File: config.mk
export PLATFORM = sky130hd
export DESIGN_NAME = esf_seq
export DESIGN_NICKNAME = d
export VERILOG_FILES = /design/src/sv/esf_pkg.sv /design/src/sv/esf_seq.sv
export VERILOG_INCLUDE_DIRS = /design/src /design/src/sv
export SDC_FILE = /design/constraint.sdc
export NUM_CORES = 1
export LEC_CHECK = 0
export BUFFER_PORTS_ARGS = -buffer_cell sky130_fd_sc_hd__buf_2
export CAP_MARGIN = 5
export CORE_ASPECT_RATIO = 1.5
export CORE_MARGIN = 2
export CORE_UTILIZATION = 48
export CTS_CLUSTER_DIAMETER = 150
export DETAILED_ROUTE_END_ITERATION = 10
export PLACE_DENSITY = 0.74
export SLEW_MARGIN = 20
export SYNTH_ARGS = -nofsm -noshare
export SYNTH_HDL_FRONTEND = slang
export SYNTH_SLANG_ARGS = --single-unit
export TNS_END_PERCENT = 50
File: constraint.sdc
create_clock -name clk -period 1.5 [get_ports clk]
set_input_delay 0.15 -clock clk [delete_from_list [all_inputs] [get_ports clk]]
set_output_delay 0.15 -clock clk [all_outputs]
set_load 0.005 [all_outputs]
File: src/sv/assert_macros.svh
// ----------------------------------------------------------------------------
// Assertion macros
// Clocked concurrent assertion wrappers, compiled out with ASSERT_OFF.
// ----------------------------------------------------------------------------
`ifndef ASSERT_MACROS_SVH
`define ASSERT_MACROS_SVH
`ifndef ASSERT_OFF
`define ESF_ASSERT(lbl, clk, rst_n, prop) \
	lbl: assert property (@(posedge clk) disable iff (!rst_n) prop) \
		else $error("%m: assertion failed");
`define ESF_ASSERT_NR(lbl, clk, prop) \
	lbl: assert property (@(posedge clk) prop) \
		else $error("%m: assertion failed");
`else
`define ESF_ASSERT(lbl, clk, rst_n, prop)
`define ESF_ASSERT_NR(lbl, clk, prop)
`endif
`endif

File: src/sv/esf_pkg.sv
// ----------------------------------------------------------------------------
// esf_pkg
// Shared types, constants and microcode for the envelope smoothing filter.
// ----------------------------------------------------------------------------
package esf_pkg;

	localparam int VAL_W     = 16;
	localparam int IDX_W     = 10;
	localparam int PASS_W    = 8;
	localparam int ACC_W     = 24;
	localparam int DIV_W     = 9;
	localparam int RCP_W     = 25;
	localparam int RCP_SHIFT = 33;
	localparam int PROD_W    = ACC_W + RCP_W;
	localparam int NUM_TAPS  = 7;
	localparam int HALF_TAPS = 3;

	localparam logic [VAL_W-1:0] GAIN_ONE = 16'h8000;

	localparam logic [1:0] ACT_WRITE  = 2'd0;
	localparam logic [1:0] ACT_SMOOTH = 2'd1;
	localparam logic [1:0] ACT_READ   = 2'd2;

	localparam logic [7:0] TAP_W [NUM_TAPS] = '{8'd2, 8'd22, 8'd97, 8'd159, 8'd97, 8'd22, 8'd2};

	typedef enum logic [2:0] {
		ST_CLEAR,
		ST_IDLE,
		ST_PINIT,
		ST_STREAM,
		ST_DRAIN,
		ST_PEND
	} step_t;

	typedef enum logic [2:0] {
		C_ALWAYS,
		C_CLR_END,
		C_START,
		C_STREAM_END,
		C_PIPE_EMPTY,
		C_LAST_PASS
	} cond_t;

	typedef struct packed {
		logic  in_ready;
		logic  clr_wr;
		logic  cnt_zero;
		logic  cnt_inc;
		logic  stream;
		logic  win_clr;
		logic  pass_dec;
		cond_t cond;
		step_t go_t;
		step_t go_f;
	} uword_t;

	typedef struct packed {
		logic clr_wr;
		logic stream;
		logic win_clr;
	} seq_ctl_t;

	typedef struct packed {
		logic [1:0]        action;
		logic [IDX_W-1:0]  index;
		logic [VAL_W-1:0]  value;
		logic [PASS_W-1:0] passes;
	} item_t;

	function automatic uword_t ucode_rom(step_t s);
		uword_t w;
		begin
			w = '0;
			case (s)
				ST_CLEAR: begin
					w.clr_wr  = 1'b1;
					w.cnt_inc = 1'b1;
					w.cond    = C_CLR_END;
					w.go_t    = ST_IDLE;
					w.go_f    = ST_CLEAR;
				end
				ST_IDLE: begin
					w.in_ready = 1'b1;
					w.cnt_zero = 1'b1;
					w.cond     = C_START;
					w.go_t     = ST_PINIT;
					w.go_f     = ST_IDLE;
				end
				ST_PINIT: begin
					w.cnt_zero = 1'b1;
					w.win_clr  = 1'b1;
					w.cond     = C_ALWAYS;
					w.go_t     = ST_STREAM;
					w.go_f     = ST_STREAM;
				end
				ST_STREAM: begin
					w.stream  = 1'b1;
					w.cnt_inc = 1'b1;
					w.cond    = C_STREAM_END;
					w.go_t    = ST_DRAIN;
					w.go_f    = ST_STREAM;
				end
				ST_DRAIN: begin
					w.cond = C_PIPE_EMPTY;
					w.go_t = ST_PEND;
					w.go_f = ST_DRAIN;
				end
				ST_PEND: begin
					w.pass_dec = 1'b1;
					w.cond     = C_LAST_PASS;
					w.go_t     = ST_IDLE;
					w.go_f     = ST_PINIT;
				end
				default: begin
					w.cond = C_ALWAYS;
					w.go_t = ST_IDLE;
					w.go_f = ST_IDLE;
				end
			endcase
			return w;
		end
	endfunction

	// ceil(2^RCP_SHIFT / d) for every divisor the window can produce
	function automatic logic [RCP_W-1:0] recip(logic [DIV_W-1:0] d);
		logic [RCP_W-1:0] r;
		begin
			case (d)
				9'd280:  r = 25'd30678338;
				9'd377:  r = 25'd22784973;
				9'd399:  r = 25'd21528659;
				default: r = 25'd21421284;
			endcase
			return r;
		end
	endfunction

	function automatic logic idx_in_range(logic [IDX_W-1:0] idx, int unsigned size);
		begin
			return (32'(idx) < size);
		end
	endfunction

endpackage

File: src/sv/esf_seq.sv
// ----------------------------------------------------------------------------
// esf_seq
// Microcoded sequencer: step register, control ROM, element and pass counters.
// ----------------------------------------------------------------------------
`include "assert_macros.svh"

module esf_seq #(
	parameter int ENV_DEPTH = 1024,
	parameter int CW        = 11
) (
	input  logic                 clk,
	input  logic                 arst_n,
	input  logic                 start,
	input  logic [7:0]           passes,
	input  logic                 pipe_empty,
	output logic                 in_ready,
	output esf_pkg::seq_ctl_t    ctl,
	output logic [CW-1:0]        cnt
);

	esf_pkg::uword_t uw;
	esf_pkg::step_t  upc_q;
	esf_pkg::step_t  upc_d;
	logic [CW-1:0]   cnt_q;
	logic [7:0]      pass_q;
	logic            hit;

	always_comb begin
		uw = esf_pkg::ucode_rom(upc_q);
		case (uw.cond)
			esf_pkg::C_ALWAYS:     hit = 1'b1;
			esf_pkg::C_CLR_END:    hit = (cnt_q == CW'(ENV_DEPTH - 1));
			esf_pkg::C_START:      hit = start;
			esf_pkg::C_STREAM_END: hit = (cnt_q == CW'(ENV_DEPTH + 2));
			esf_pkg::C_PIPE_EMPTY: hit = pipe_empty;
			esf_pkg::C_LAST_PASS:  hit = (pass_q == 8'd1);
			default:               hit = 1'b1;
		endcase
		upc_d = hit ? uw.go_t : uw.go_f;
	end

	always_ff @(posedge clk or negedge arst_n) begin
		if (!arst_n) begin
			upc_q <= esf_pkg::ST_CLEAR;
		end else begin
			upc_q <= upc_d;
		end
	end

	always_ff @(posedge clk or negedge arst_n) begin
		if (!arst_n) begin
			cnt_q  <= '0;
			pass_q <= '0;
		end else begin
			if (uw.cnt_zero) begin
				cnt_q <= '0;
			end else if (uw.cnt_inc) begin
				cnt_q <= cnt_q + CW'(1);
			end
			if (uw.in_ready && start) begin
				pass_q <= passes;
			end else if (uw.pass_dec) begin
				pass_q <= pass_q - 8'd1;
			end
		end
	end

	assign in_ready    = uw.in_ready;
	assign ctl.clr_wr  = uw.clr_wr;
	assign ctl.stream  = uw.stream;
	assign ctl.win_clr = uw.win_clr;
	assign cnt         = cnt_q;

	`ESF_ASSERT(a_pass_live, clk, arst_n, uw.stream |-> (pass_q != 8'd0))
	`ESF_ASSERT(a_cnt_bound, clk, arst_n, uw.stream |-> (cnt_q <= CW'(ENV_DEPTH + 2)))
	`ESF_ASSERT(a_idle_drained, clk, arst_n, uw.in_ready |-> pipe_empty)
	`ESF_ASSERT_NR(a_ctl_excl, clk, !(uw.clr_wr && uw.stream))

endmodule

# ---- Word-level counts from Yosys, hierarchy flattened
# Index checks and enable logic that the tools add are counted.
dict set report word_totals {
  regBits 22
  in_bits 12
  output_inout_bits 15
  word_cells 38
}
dict set report op_classes {
  add_sub_neg 2
  n_eq_ne 13
  mux 14
  reduce_logical 6
}
# operator n
set ops {}
lappend ops {{case mux 9 bit (6 select lines)} 1}
lappend ops {{two-way mux 11 bit} 2}
lappend ops {{two-way mux 8 bit} 2}
lappend ops {{== test 3 x 2 -> 1 bit (second input constant)} 4}
lappend ops {{== test 3 bit (second input constant)} 4}
lappend ops {{adder 11 x 1 -> 11 bit (second input constant)} 1}
lappend ops {{== test 11 x 10 -> 1 bit (second input constant)} 1}
lappend ops {{== test 11 bit (second input constant)} 1}
lappend ops {{== test 8 x 1 -> 1 bit (second input constant)} 1}
lappend ops {{subtractor 8 x 1 -> 8 bit (second input constant)} 1}
lappend ops {{two-way mux 1 bit} 7}
lappend ops {{== test 3 x 1 -> 1 bit (second input constant)} 2}
lappend ops {{case mux 1 bit (5 select lines)} 1}
lappend ops {{nonzero test 2 bit} 2}
lappend ops {{OR reduction 2 bit} 2}
lappend ops {{zero test 3 bit} 1}
lappend ops {{two-way mux 3 bit} 1}
lappend ops {{logical AND 1 bit} 1}

# ---- Logic depth before layout (Yosys ltp)
dict set report depth {
  ltp_word 5
  ltp_mapped 7
  depth_no_buf 6
}

# ---- Least setup slack after synthesis
# OpenSTA, ideal clock, no wires.
dict set report synth_timing {
  path_kind {flip-flop to flip-flop}
  start {register pass_q[4]}
  end {register upc_q[1]}
  setup_time_ns 0.127
  arrival_time_ns 1.451
  t_required_ns 1.373
  setup_slack_ns -0.079
  stages_incl_launch_ff 6
  n_path_buf 0
  synth_period_minus_slack_ns 1.579
  cell_sequence {dfrtp_1 or4_4 nor4b_4 nor2_1 a21oi_1 o22ai_1}
}
dict set report synth_via {
  elab_chain_len 3
}
# element line
set synth_lines {}
lappend synth_lines {{start, declared} esf_seq.sv:25} ;# logic [7:0] pass_q;
lappend synth_lines {{start signal, assigned} esf_seq.sv:61} ;# pass_q <= passes;
lappend synth_lines {{start signal, assigned} esf_seq.sv:63} ;# pass_q <= pass_q - 8'd1;
lappend synth_lines {{== test 8 x 1 -> 1 bit} esf_seq.sv:36} ;# esf_pkg::C_LAST_PASS: hit = (pass_q == 8'd1);
lappend synth_lines {{case mux 1 bit (5 select lines)} esf_seq.sv:30} ;# case (uw.cond)
lappend synth_lines {{two-way mux 3 bit} esf_seq.sv:39} ;# upc_d = hit ? uw.go_t : uw.go_f;
lappend synth_lines {{net upc_d[1]} esf_seq.sv:23} ;# esf_pkg::step_t upc_d;
lappend synth_lines {{end signal, assigned} esf_seq.sv:44} ;# upc_q <= esf_pkg::ST_CLEAR;
lappend synth_lines {{end signal, assigned} esf_seq.sv:46} ;# upc_q <= upc_d;
lappend synth_lines {{end, declared} esf_seq.sv:22} ;# esf_pkg::step_t upc_q;
# The timed path passes the listed nets, and every way through them passes these cells.
# A chain may end at the register's enable or synchronous reset.

# ---- Worst setup path after layout
dict set report layout_timing {
  start {register pass_q[3]}
  end {register upc_q[1]}
}
# Same word-level chain as after synthesis.

==> summary.md <==
| Metric | Value |
|---|---|
| Outcome | finished with violations |
| Failing checks | negative setup slack |
| DR vias | ~1200 |
| Fmax | around 0.6 GHz |
| Max Cap Violations | 0 |
| Mean Syn Cell Area | 9.843 um^2 |
| Number of global-route vias before repair | roughly 1300 |
| Critical Path AT | around 1.8 ns |
| GRT Resource Usage Total | 0.2373 |
| CTS tree | yes |
| N_diodes | 0 |
| Final Util | 0.6678 |
| CP required | around 1.6 ns |
| Die H | 68.44 um |
| GPL Wtd Cong | between 0.7 and 0.8 |
| Remaining DRCs | 0 |
| Die X | 46.96 um |
| Max_slew headroom | 0.6660 |
| Area Overhead vs Synth | 33.05% |
| Busiest layer in global routing | met2 |
| Setup WS pre-CTS | -0.1726 ns |
| Register area share after synthesis | 0.4143 |
| Worst-skew pair later-pin latency | between 0.2 and 0.3 ns |
| Power Total | 1.182 mW |
| Clock buffer depth | 2 |
| #FFs+latches synth | 22 |
| Largest net degree at the start of global routing | 23 |
| I/O pin count | 27 |
| Netlist cell types | 40 |
| Root Driver | clkbuf_8 |
| Rows | 23 |
| Final setup TNS | -0.6312 ns |
| RR Startpoint | pass_q[3]$_DFFE_PN0P_ |
| RSZ-0062 raised after global routing | true |
| Layout cells sized above 1 | 0.3757 |
| VDD IR-drop max | 673.0 uV |
| Reg2reg end | upc_q[1]$_DFF_PN0_ |
| IO Port Bufs | 26 |
| Worst setup margin | -0.1799 ns |
| Final worst-path cycle share | 1.120 |
| M2 GR Usage | 0.4486 |
| Hold path cells | 3 |
| Core area | between 2000 and 3000 um^2 |
| Initial cell density of the core | 0.5019 |
| Antenna violations before repair | 0 |
| Hold slack | approximately 0.078 ns |
| Reg2Reg Depth | 5 |
| Clk_skew | 0.01117 ns |
| Slew Viols, Final | 0 |
| FF-to-FF setup slack | -0.18 ns |
| Area occupied by multi-input gates | 721.9 um^2 |
| H-tree depth | 1 |
| Fin. Hold Viols | 0 |
| Power per cell area | between 600 and 700 nW/um^2 |
| Most common cell after layout, fill and taps aside | buf_4 |
| Router iterations before antenna repair | 4 |
| Cell area after layout | 1768 um^2 |
| Most frequent cells in the layout | 29 x buf_4, 26 x buf_2, 21 x dfrtp_1 |
| DR iter-0 viols | 18 |
| Inserted Clock Buffers | 3 |
| Fill cell total of the finished layout | 218 |
| Least-Margin Pin Slew | approximately 0.5 ns |
| Die area | roughly 3200 um^2 |
| HP Class | in -> reg |
| Area after DPL | around 1700 um^2 |
| Min-Delay Endpoint | pass_q[3]$_DFFE_PN0P_ |
| Synth Warn # | 0 |
| Setup CP Type | reg -> reg |
| Worst Hold Launch | passes[3] |
| Routed Antenna Nets | 0 |
| Post-synth net total | 150 |
| Met3 usage | 0.02902 |
| Reg clk slew, reported paths | 0.09 ns |
| HPWL Detailed | roughly 2400 um |
| CP max FO | 3 |
| Drt via density | 5.159 |
| Total Nets Final | 205 |
| Met1 Track Usage GR | 0.2504 |
| Cells after Synth | around 140 |
| Critical path startpoint category | register |
| Overflow after GRT | 0 |
| First-pass GRT wire length | 5451 um |
| Endpoints failing setup | 11 |
| Total Wirelength | roughly 3100 um |
| Clk sinks | 22 |
| Non-Filler Instances | 226 |
| Reg area | roughly 550 um^2 |
| CP endpoint kind | register |
| Leakage | between 0.8 and 0.9 nW |
| Fin crit period | 1.680 ns |
| DP Cell Count | 220 |
| WL/cell | 13.86 um |
| Post-synthesis cell area | ~1300 um^2 |
[per-layer routing]
| layer | vias to the layer above | wire length (um) |
|---|---|---|
| li1 | 581 | - |
| met1 | 558 | 1218 |
| met2 | 22 | 1779 |
| met3 | 5 | 87 |
| met4 | 0 | 48 |
| met5 | - | 0 |
[worst max path at each step]
stage                              end  slack, ns             startpoint  cells after the start
floorplan           upc_q[1]$_DFF_PN0_      -0.06  pass_q[5]$_DFFE_PN0P_                      5
global placement    upc_q[1]$_DFF_PN0_       -0.1  pass_q[5]$_DFFE_PN0P_                      5
detailed placement  upc_q[1]$_DFF_PN0_      -0.17  pass_q[5]$_DFFE_PN0P_                      5
finish              upc_q[1]$_DFF_PN0_      -0.18  pass_q[3]$_DFFE_PN0P_                      5
CTS                 upc_q[1]$_DFF_PN0_      -0.19  pass_q[3]$_DFFE_PN0P_                      5
global route        upc_q[1]$_DFF_PN0_      -0.24  pass_q[3]$_DFFE_PN0P_                      5
[cells by family after synthesis]
kind of cell	share of synthesized area
adder cells (fa/ha/maj)	0.02825
flip-flops	0.4143
XOR/XNOR	0.09228
buffers and inverters	0.04802
AND/OR/NAND/NOR	0.3155
AO/OA/AOI/OAI	0.1017
[cell usage after synthesis]
cell      number  share of area
dfrtp_1       22           0.41
nor2_1        20          0.056
nand2_1       11          0.031
xnor2_1        7          0.046
xor2_1         7          0.046
nor3_1         6          0.023
inv_1          5          0.014
a21oi_1        4          0.015
a21o_1         3          0.017
a221o_1        3          0.023
ha_1           3          0.028
nand4_1        3          0.014
o21ai_0        3          0.011
o21ai_1        3          0.011
and3b_1        2          0.013
buf_4          2          0.011
buf_6          2          0.017
clkbuf_1       2         0.0057
nand3_1        2         0.0075
nand3b_4       2          0.030
nor4_1         2         0.0094
nor4b_4        2          0.036
o31ai_1        2          0.011
a2111o_1       1         0.0085
and2_1         1         0.0047
and2b_1        1         0.0057
and3_1         1         0.0047
and4_1         1         0.0066
nand2b_1       1         0.0047
nand2b_2       1         0.0066
nand3b_1       1         0.0057
nand4b_1       1         0.0066
nor2b_1        1         0.0047
nor3_2         1         0.0075
nor3_4         1          0.012
nor4b_1        1         0.0066
o22ai_1        1         0.0047
or3_1          1         0.0047
or4_1          1         0.0057
or4_4          1         0.0085
[registers in the layout (all words and copies together) (netlist names)]
| register | count |
|---|---|
| pass_q | 8 |
| upc_q | 3 |
| cnt | 11 |
[layout make-up]
type / instances / area share
sequential: 22 / 0.3121
clock inverter: 1 / 0.01699
multi-input combinational: 102 / 0.4083
timing repair buffer: 56 / 0.2024
tap: 37 / 0.02619
clock buffer: 3 / 0.02335
inverter: 5 / 0.01062
[power breakdown]
| part | switching, mW | leakage (nW) | total (mW) | internal, mW |
|---|---|---|---|---|
| combinational | 0.0174 | 0.520 | 0.0308 | 0.0134 |
| clock | 0.202 | 0.0357 | 0.559 | 0.357 |
| sequential | 0 | 0.261 | 0.593 | 0.593 |
| total | 0.219 | 0.816 | 1.18 | 0.963 |
[what timing repair did]
item,4_1_cts,5_1_grt
hold buffers,1,0
hold endpoints to repair,22,0
pin swaps,1,0
endpoints found under the setup margin,19,23
setup buffers,1,0
gates resized for setup,2,2
[worst max-delay path, stage by stage (launching register included)]
cell     delay [ns]
dfrtp_1        0.39
or4_4          0.58
nor4b_4        0.24
nor2_1         0.07
a21oi_1        0.17
o22ai_1        0.10
(Power assumes the default switching activity.)
